<file path="src/sv/rmts_pkg.sv">
// Shared types and constants of the rate-monotonic tick scheduler.
package rmts_pkg;

  localparam int SEL_W = 6;                      // slot index room for up to 64 slots
  localparam int CNT_W = 20;
  localparam logic [CNT_W-1:0] CNT_MAX = 20'hFFFFF;

  localparam logic [2:0] EV_IDLE = 3'd0;
  localparam logic [2:0] EV_RAN  = 3'd1;
  localparam logic [2:0] EV_DONE = 3'd2;
  localparam logic [2:0] EV_MISS = 3'd3;
  localparam logic [2:0] EV_ALL  = 3'd4;

  localparam logic [1:0] OP_NONE = 2'd0;
  localparam logic [1:0] OP_RUN  = 2'd1;
  localparam logic [1:0] OP_REARM = 2'd2;

  localparam logic [1:0] REG_ACTIVE_TASKS = 2'd0;

  // Candidate handed along the cell chain during a scan.
  typedef struct packed {
    logic             any_jobs;
    logic             found;
    logic [SEL_W-1:0] sel;
    logic [15:0]      period;
    logic [15:0]      exec_time;
    logic [15:0]      time_left;
    logic [31:0]      release_time;
    logic [31:0]      deadline;
  } tok_t;

  // Slot load broadcast.
  typedef struct packed {
    logic             en;
    logic [SEL_W-1:0] slot;
    logic [15:0]      period;
    logic [15:0]      exec_time;
    logic [15:0]      job_count;
  } load_t;

  // Tick commit broadcast.
  typedef struct packed {
    logic             apply;
    logic [SEL_W-1:0] sel;
    logic [1:0]       op;
  } cmd_t;

endpackage

</file>
<file path="src/sv/rmts_cell.sv">
// One task slot of the scheduler chain: slot state plus one scan stage.
module rmts_cell #(
  parameter int INDEX = 0
) (
  input  logic               clk,
  input  logic               rst,
  input  logic [6:0]         n_use,
  input  logic [31:0]        now,
  input  rmts_pkg::load_t    ld,
  input  rmts_pkg::cmd_t     cmd,
  input  rmts_pkg::tok_t     tok_in,
  output rmts_pkg::tok_t     tok_out
);

  logic [15:0] period;
  logic [15:0] exec_time;
  logic [15:0] jobs_left;
  logic [31:0] release_time;
  logic [31:0] deadline;
  logic [15:0] time_left;
  logic        ready;

  logic        in_use;
  logic        due;
  logic        ready_eff;
  logic        take;
  logic        mine;
  logic [15:0] jobs_dec;
  rmts_pkg::tok_t tok_next;

  assign in_use    = 7'(INDEX) < n_use;
  assign due       = in_use && (jobs_left != 16'd0) && (release_time <= now);
  assign ready_eff = in_use && (ready || due);
  assign take      = ready_eff && (!tok_in.found || (period < tok_in.period));
  assign mine      = cmd.sel == rmts_pkg::SEL_W'(INDEX);
  assign jobs_dec  = (jobs_left != 16'd0) ? jobs_left - 16'd1 : jobs_left;

  always_comb begin
    tok_next = tok_in;
    tok_next.any_jobs = tok_in.any_jobs || (in_use && (jobs_left != 16'd0));
    if (take) begin
      tok_next.found        = 1'b1;
      tok_next.sel          = rmts_pkg::SEL_W'(INDEX);
      tok_next.period       = period;
      tok_next.exec_time    = exec_time;
      tok_next.time_left    = time_left;
      tok_next.release_time = release_time;
      tok_next.deadline     = deadline;
    end
  end

  always_ff @(posedge clk) begin
    tok_out <= tok_next;
  end

  always_ff @(posedge clk) begin
    if (rst) begin
      jobs_left    <= '0;
      release_time <= '0;
      ready        <= 1'b0;
    end else if (ld.en && ld.slot == rmts_pkg::SEL_W'(INDEX)) begin
      period       <= ld.period;
      exec_time    <= ld.exec_time;
      jobs_left    <= ld.job_count;
      release_time <= now;
      deadline     <= now + {16'd0, ld.period};
      time_left    <= ld.exec_time;
      ready        <= ld.job_count != 16'd0;
    end else if (cmd.apply) begin
      if (mine && cmd.op == rmts_pkg::OP_REARM) begin
        jobs_left <= jobs_dec;
        if (jobs_dec != 16'd0) begin
          release_time <= release_time + {16'd0, period};
          deadline     <= deadline + {16'd0, period};
        end
        time_left <= exec_time;
        ready     <= 1'b0;
      end else begin
        if (due)
          ready <= 1'b1;
        if (mine && cmd.op == rmts_pkg::OP_RUN)
          time_left <= time_left - 16'd1;
      end
    end
  end

endmodule

</file>
<file path="config.mk">
export PLATFORM = sky130hd
export DESIGN_NAME = rmts_cell
export DESIGN_NICKNAME = d
export VERILOG_FILES = /design/src/sv/rmts_pkg.sv /design/src/sv/rmts_cell.sv
export SDC_FILE = /design/constraint.sdc
export NUM_CORES = 1
export LEC_CHECK = 0
export ABC_CLOCK_PERIOD_IN_PS = 3700
export BUFFER_PORTS_ARGS = -buffer_cell sky130_fd_sc_hd__buf_2
export CAP_MARGIN = 5
export CORE_UTILIZATION = 49
export CTS_CLUSTER_DIAMETER = 120
export CTS_CLUSTER_SIZE = 28
export DETAILED_ROUTE_END_ITERATION = 10
export PLACE_DENSITY = 0.82
export SLEW_MARGIN = 25
export SYNTH_ARGS = -nofsm -noshare
export SYNTH_HDL_FRONTEND = slang
export SYNTH_SLANG_ARGS = --single-unit
</file>
<file path="constraint.sdc">
create_clock -name clk -period 3.7 [get_ports clk]
set_input_delay 0.555 -clock clk [delete_from_list [all_inputs] [get_ports clk]]
set_output_delay 0.555 -clock clk [all_outputs]
set_load 0.02 [all_outputs]
</file>
==> metrics.cfg, run 1 <==
[status]
run_status=finished, final reports clean

[clocking]
clock_path_buffers=3
cts_max_level=1
clock_sinks=249
cts_resized=0
cts_tree=yes
cts_root_buf=clkbuf_16
clk_latency_ns=0.50
clk_pin_slew_ns=0.12
cts_buffers=12
cts_setup_buffers=0
hold_buffers=0

[cells_and_area]
final_common_cell=buf_2
layout.nets=2103
final_cell_mix=buf_2 (344), dfxtp_1 (169), nand2_1 (125), mux2_2 (111), ha_1 (97)
drive_gt1_share_pct=29.44
area_growth_pct=19.13

[routing]
ant_nets=0
dr.pass1.iters=6
vias=12469
drtIter0Drc=1130
vias_per_cell=5.743
drt-total-wl_um=40450
drc=0
avgRoutedWirePerCell_um=18.63

[global_routing]
met1_usage_pct=33.29
grt_antenna_before_repair=11
track_usage_pct=26.74
grt_pass1_wl_um=61330
grt_pass1_vias=11746
grtUsageMet3_pct=4.625
top_usage_layer=met2
grt_max_degree=62
met2_usage_pct=45.79
grt-ovfl-total=0

[pwr]
powerDensity_nw_per_um2=340.0
cellLeakagePower_uw=0.007138
peakVddDrop_mv=0.2407

[setup_path]
path_max_fanout=27
cp.required_ns=4.10
cp-start-kind=flop
arrival_ns=3.73
crit_type=reg -> reg
end_kind=flop

[floorplanning]
core_area_um2=28010
dieArea_um2=29380
row_count=61
design.portCount=345
start_util_pct=50.20
die_w_um=171.4
die_h_um=171.4

[synth]
synth_ff_type=dfxtp_1
ys_ff_latch=249
synth_nets=1771
synth.avg_cell_area_um2=9.725
synth_async_sr_flop_share_pct=0
ys_warn_count=0
yosys-top-cells-area=dfxtp_1 (24%), edfxtp_1 (17%), mux2_2 (8.9%)
yosysTopAreaCellShare_pct=24.06
synth-edff-count=80
syn_area_um2=14060
yosys.cell_types.count=72
postSynthCellCount=1446
yosysTopAreaCell=dfxtp_1
synth_seq_area_share_pct=41.14

[placed_design]
hpwl_um=31680
gp_congestion=0.9478
port_buffers=344

[sta]
rsz0062_at_grt=no
fin_worst_skew_ns=0.02317
max_freq_ghz=0.3006
drv_slew=0
hold_ws_ns=0.2340
max_slew_margin_pct=54.69
setup_violations=0
tightest_slew_ns=0.6767
hold_viol=0
setup_tns_ns=0
fin_crit_ns=3.327
fin_crit_sh_pct=89.92

[worst_hold_path]
min_path_type=in -> reg

[flow_run]
max_cap_violations=0

[worst max-delay path: stages (launching register included)]
cell and delay (ns):
dfxtp_1 0.44, ha_1 0.33, nand4_1 0.15, nor4_1 0.43, buf_4 0.20, and4_1 0.21, nor2_1 0.06, a2111o_1 0.45
nor2b_4 0.16, buf_4 0.38, mux2_2 0.40
[state kept, by name, summed over array words and instances, names as in the netlist]
signal / count
ready: 1
release_time: 32
tok_out: 120
period: 16
deadline: 32
exec_time: 16
time_left: 16
jobs_left: 16
[path summary, 6_finish.rpt]
| kind | startpoint | cells past startpoint | slack (ns) | endpoint |
|---|---|---|---|---|
| setup reg to reg | release_time[24] | 10 | 0.37 | tok_out[56] |
| hold reg to reg | exec_time[5] | 1 | 0.52 | tok_out[85] |
| hold / removal | tok_in[119] | 2 | 0.23 | tok_out[119] |
| setup / recovery | release_time[24] | 10 | 0.37 | tok_out[56] |
[stage by stage]
step / area [µm²] / power, µW / utilization (%) / worst slack, ns / std cells
after floorplan: 14060 / 3774 / - / 0.02051 / 1446
after global placement: 16380 / 4189 / 58.47 / 0.1035 / 2142
after detailed placement: 16380 / 4221 / 58.47 / 0.01850 / 2142
after CTS: 16730 / 5749 / 59.72 / 0.3654 / 2161
after global routing: 16740 / 5939 / 59.77 / 0.2511 / 2167
final: 16750 / 5697 / 59.81 / 0.3730 / 2171
[area by class of cell]
| class | instances | area [µm²] |
|---|---|---|
| Clock inverter | 1 | 5.005 |
| Antenna cell | 10 | 25.02 |
| Fill cell | 2357 | 11260 |
| Sequential cell | 249 | 5786 |
| Multi-Input combinational cell | 1070 | 7794 |
| Inverter | 71 | 266.5 |
| Timing Repair Buffer | 374 | 2059 |
| Clock buffer | 18 | 344.1 |
| Tap cell | 378 | 473.0 |
[kinds of logic (layout without fill, tap and decap cells)]
| group | after synthesis | in the layout | share of synthesized area, % |
|---|---|---|---|
| other | 0 | 10 | 0 |
| AO/OA/AOI/OAI | 351 | 351 | 16.28 |
| buffers and inverters | 127 | 464 | 3.719 |
| XOR/XNOR | 79 | 79 | 4.920 |
| multiplexers | 129 | 129 | 10.17 |
| AND/OR/NAND/NOR | 411 | 411 | 14.71 |
| adder cells (fa/ha/maj) | 100 | 100 | 9.058 |
| flip-flops | 249 | 249 | 41.14 |
[report_power, final]
group	leakage (µW)	switching (µW)	internal (µW)	total (µW)
Sequential	0.00213	49.4	2970	3020
Clock	0.000170	875	658	1530
Combinational	0.00484	637	506	1140
[cells in the mapped netlist, types with 13 or more instances]
cell type,instances
dfxtp_1,169
nand2_1,126
mux2_2,111
ha_1,97
o21ai_0,93
a21oi_1,81
edfxtp_1,80
nor2_1,79
inv_1,71
xnor2_1,54
a211oi_1,36
nor3_1,34
nand3_1,33
clkbuf_1,31
xor2_1,25
a21o_1,23
nand4_1,21
nor2b_1,20
mux2i_1,18
o211ai_1,17
buf_2,16
o21a_1,16
nand2b_1,14
nor4_1,14
or3_1,14
and3_1,13
[per-layer routing]
metal	share of wire [%]	vias up
li1	-	5990
met1	40	5799
met2	47	575
met3	8.5	101
met4	3.8	4
met5	0.057	-
Note: power is estimated with default switching activity, not from simulation.
==> inputs of run 2 (changes only) <==
--- a/config.mk
+++ b/config.mk
@@ -12,7 +12,7 @@
 export CTS_CLUSTER_DIAMETER = 120
 export CTS_CLUSTER_SIZE = 28
 export DETAILED_ROUTE_END_ITERATION = 10
-export PLACE_DENSITY = 0.82
+export PLACE_DENSITY = 0.77
 export SLEW_MARGIN = 25
 export SYNTH_ARGS = -nofsm -noshare
 export SYNTH_HDL_FRONTEND = slang
==> run 2 against run 1 <==
Wire length down 1.3%. Sequential share of layout area up 0.10 points. Hold slack worse by 0.0040 ns. Die area did not move. Setup slack worse by 0.14 ns. Largest power group unchanged. Cell count is 0.41% lower. Clock skew barely moved. Flip-flop and latch count unchanged. Sequential power about the same. Highest routed layer is now met4.
==> metrics.cfg, run 2 (same netlist as run 1, synthesis figures left out) <==
[routing]
vias=12323
dr.pass1.iters=5
wl_met3_um=2728
avgRoutedWirePerCell_um=18.46
drtIter0Drc=908
vias_per_cell=5.700
ant_nets=0
drc=0
wl_met2_um=18910
top_layer=met4
wl_met1_um=17430
drt-total-wl_um=39910

[clocking]
cts_resized=0
hold_buffers=0
cts_buffers=12
cts_tree=yes
clock_sinks=249
cts_root_buf=clkbuf_16
clk_latency_ns=0.49
clk_pin_slew_ns=0.12
cts_setup_buffers=0
clock_path_buffers=3
cts_max_level=1

[floorplanning]
die_h_um=171.4
die_w_um=171.4
design.portCount=345
dieArea_um2=29380
row_count=61
start_util_pct=50.20
core_area_um2=28010

[pwr]
combPwrFrac_pct=19.9
power_switching_uw=1557
cellLeakagePower_uw=0.007121
clock_power_share_pct=27.1
p_int_uw=4133
powerDensity_nw_per_um2=340.6
sequentialPowerShare_pct=53.0
peakVddDrop_mv=0.2430
power_switching_share_pct=27.37

[cells_and_area]
final_cell_mix=buf_2 (344), dfxtp_1 (169), nand2_1 (125), mux2_2 (111), ha_1 (97)
final_common_cell=buf_2
final_cells=2162
area_growth_pct=18.78
largest_reg_flops=120
layout.nets=2101
nFillCells=2451
regMostFlops=tok_out
largestRegisters=tok_out: 120 flops, deadline: 32 flops, release_time: 32 flops
drive_gt1_share_pct=29.35

[placed_design]
port_buffers=344
gp_congestion=0.9411
place_inst=2139
pre_cts_slack_ns=-0.007729
hpwl_um=31090

[sta]
tightest_slew_ns=0.7203
hold_ws_ns=0.2300
setup_violations=0
fin_worst_skew_ns=0.02335
drv_slew=0
max_freq_ghz=0.2881
max_slew_margin_pct=51.77
fin_crit_sh_pct=93.82
fin_crit_ns=3.471
setup_ws_ns=0.2287
rsz0062_at_grt=no
hold_viol=0

[global_routing]
grt_pass1_vias=11529
grt_max_degree=112
track_usage_pct=26.16
grt_antenna_before_repair=2
grt-ovfl-total=0
grt_pass1_wl_um=60750

[status]
run_status=finished, final reports clean

[worst_hold_path]
hold_start=tok_in[119]
min_path_type=in -> reg

[setup_path]
cp-start-kind=flop
rr_startpoint=release_time[30]
cp.required_ns=4.07
arrival_ns=3.84
crit_type=reg -> reg
path_max_fanout=45
crit_start=release_time[30]
end_kind=flop

[flow_run]
max_cap_violations=0

run 2: cell count changes in the layout (fill, tap and decap cells not counted), sizes merged:
cell | before | now
buf | 374 | 372
clkbuf | 18 | 19
diode | 10 | 2
run 2: area by class of cell:
type | count | area [µm²] | area share (%)
multi-input combinational | 1070 | 7794 | 46.66
antenna | 2 | 5.005 | 0.02996
timing repair buffer | 372 | 2027 | 12.13
clock buffer | 19 | 347.8 | 2.082
sequential | 249 | 5786 | 34.64
tap | 378 | 473.0 | 2.831
inverter | 71 | 266.5 | 1.596
clock inverter | 1 | 5.005 | 0.02996
run 2: worst max-delay path, cell delays in order, from the launching register on:
cell and delay (ns):
dfxtp_1 0.44, ha_1 0.34, nand4_1 0.15, nor4_1 0.56, buf_4 0.22, and4_1 0.22
nor2_1 0.06, a2111o_1 0.46, nor2b_4 0.16, buf_12 0.13, buf_12 0.23, mux2_2 0.37
run 2: metrics by stage:
stage	TNS [ns]	power [µW]	cell area [µm²]	util, %
after global placement	0	4184	16320	58.26
after floorplan	0	3774	14060	-
after detailed placement	-0.02293	4208	16320	58.26
final	0	5690	16700	59.63
after CTS	0	5726	16670	59.52
after global routing	0	5930	16700	59.63
run 2: final timing paths:
check        slack, ns            to  cells past startpoint
min reg2reg       0.51   tok_out[85]                      1
min               0.23  tok_out[119]                      2
max reg2reg       0.23   tok_out[67]                     11
max               0.23   tok_out[67]                     11
run 2: per-layer routing:
metal | GRT usage, % | vias to the layer above
met5 | 0 | -
li1 | - | 5985
met1 | 33.96 | 5785
met2 | 45.76 | 500
met3 | 3.405 | 53
met4 | 6.561 | 0
run 2: power by group through the flow:
stage,clock [µW],sequential [µW],combinational (µW)
after floorplan,0,3280,493
after global placement,0,3080,1100
after detailed placement,0,3080,1130
after CTS,1580,3020,1130
after global routing,1670,3040,1220
final,1540,3020,1130
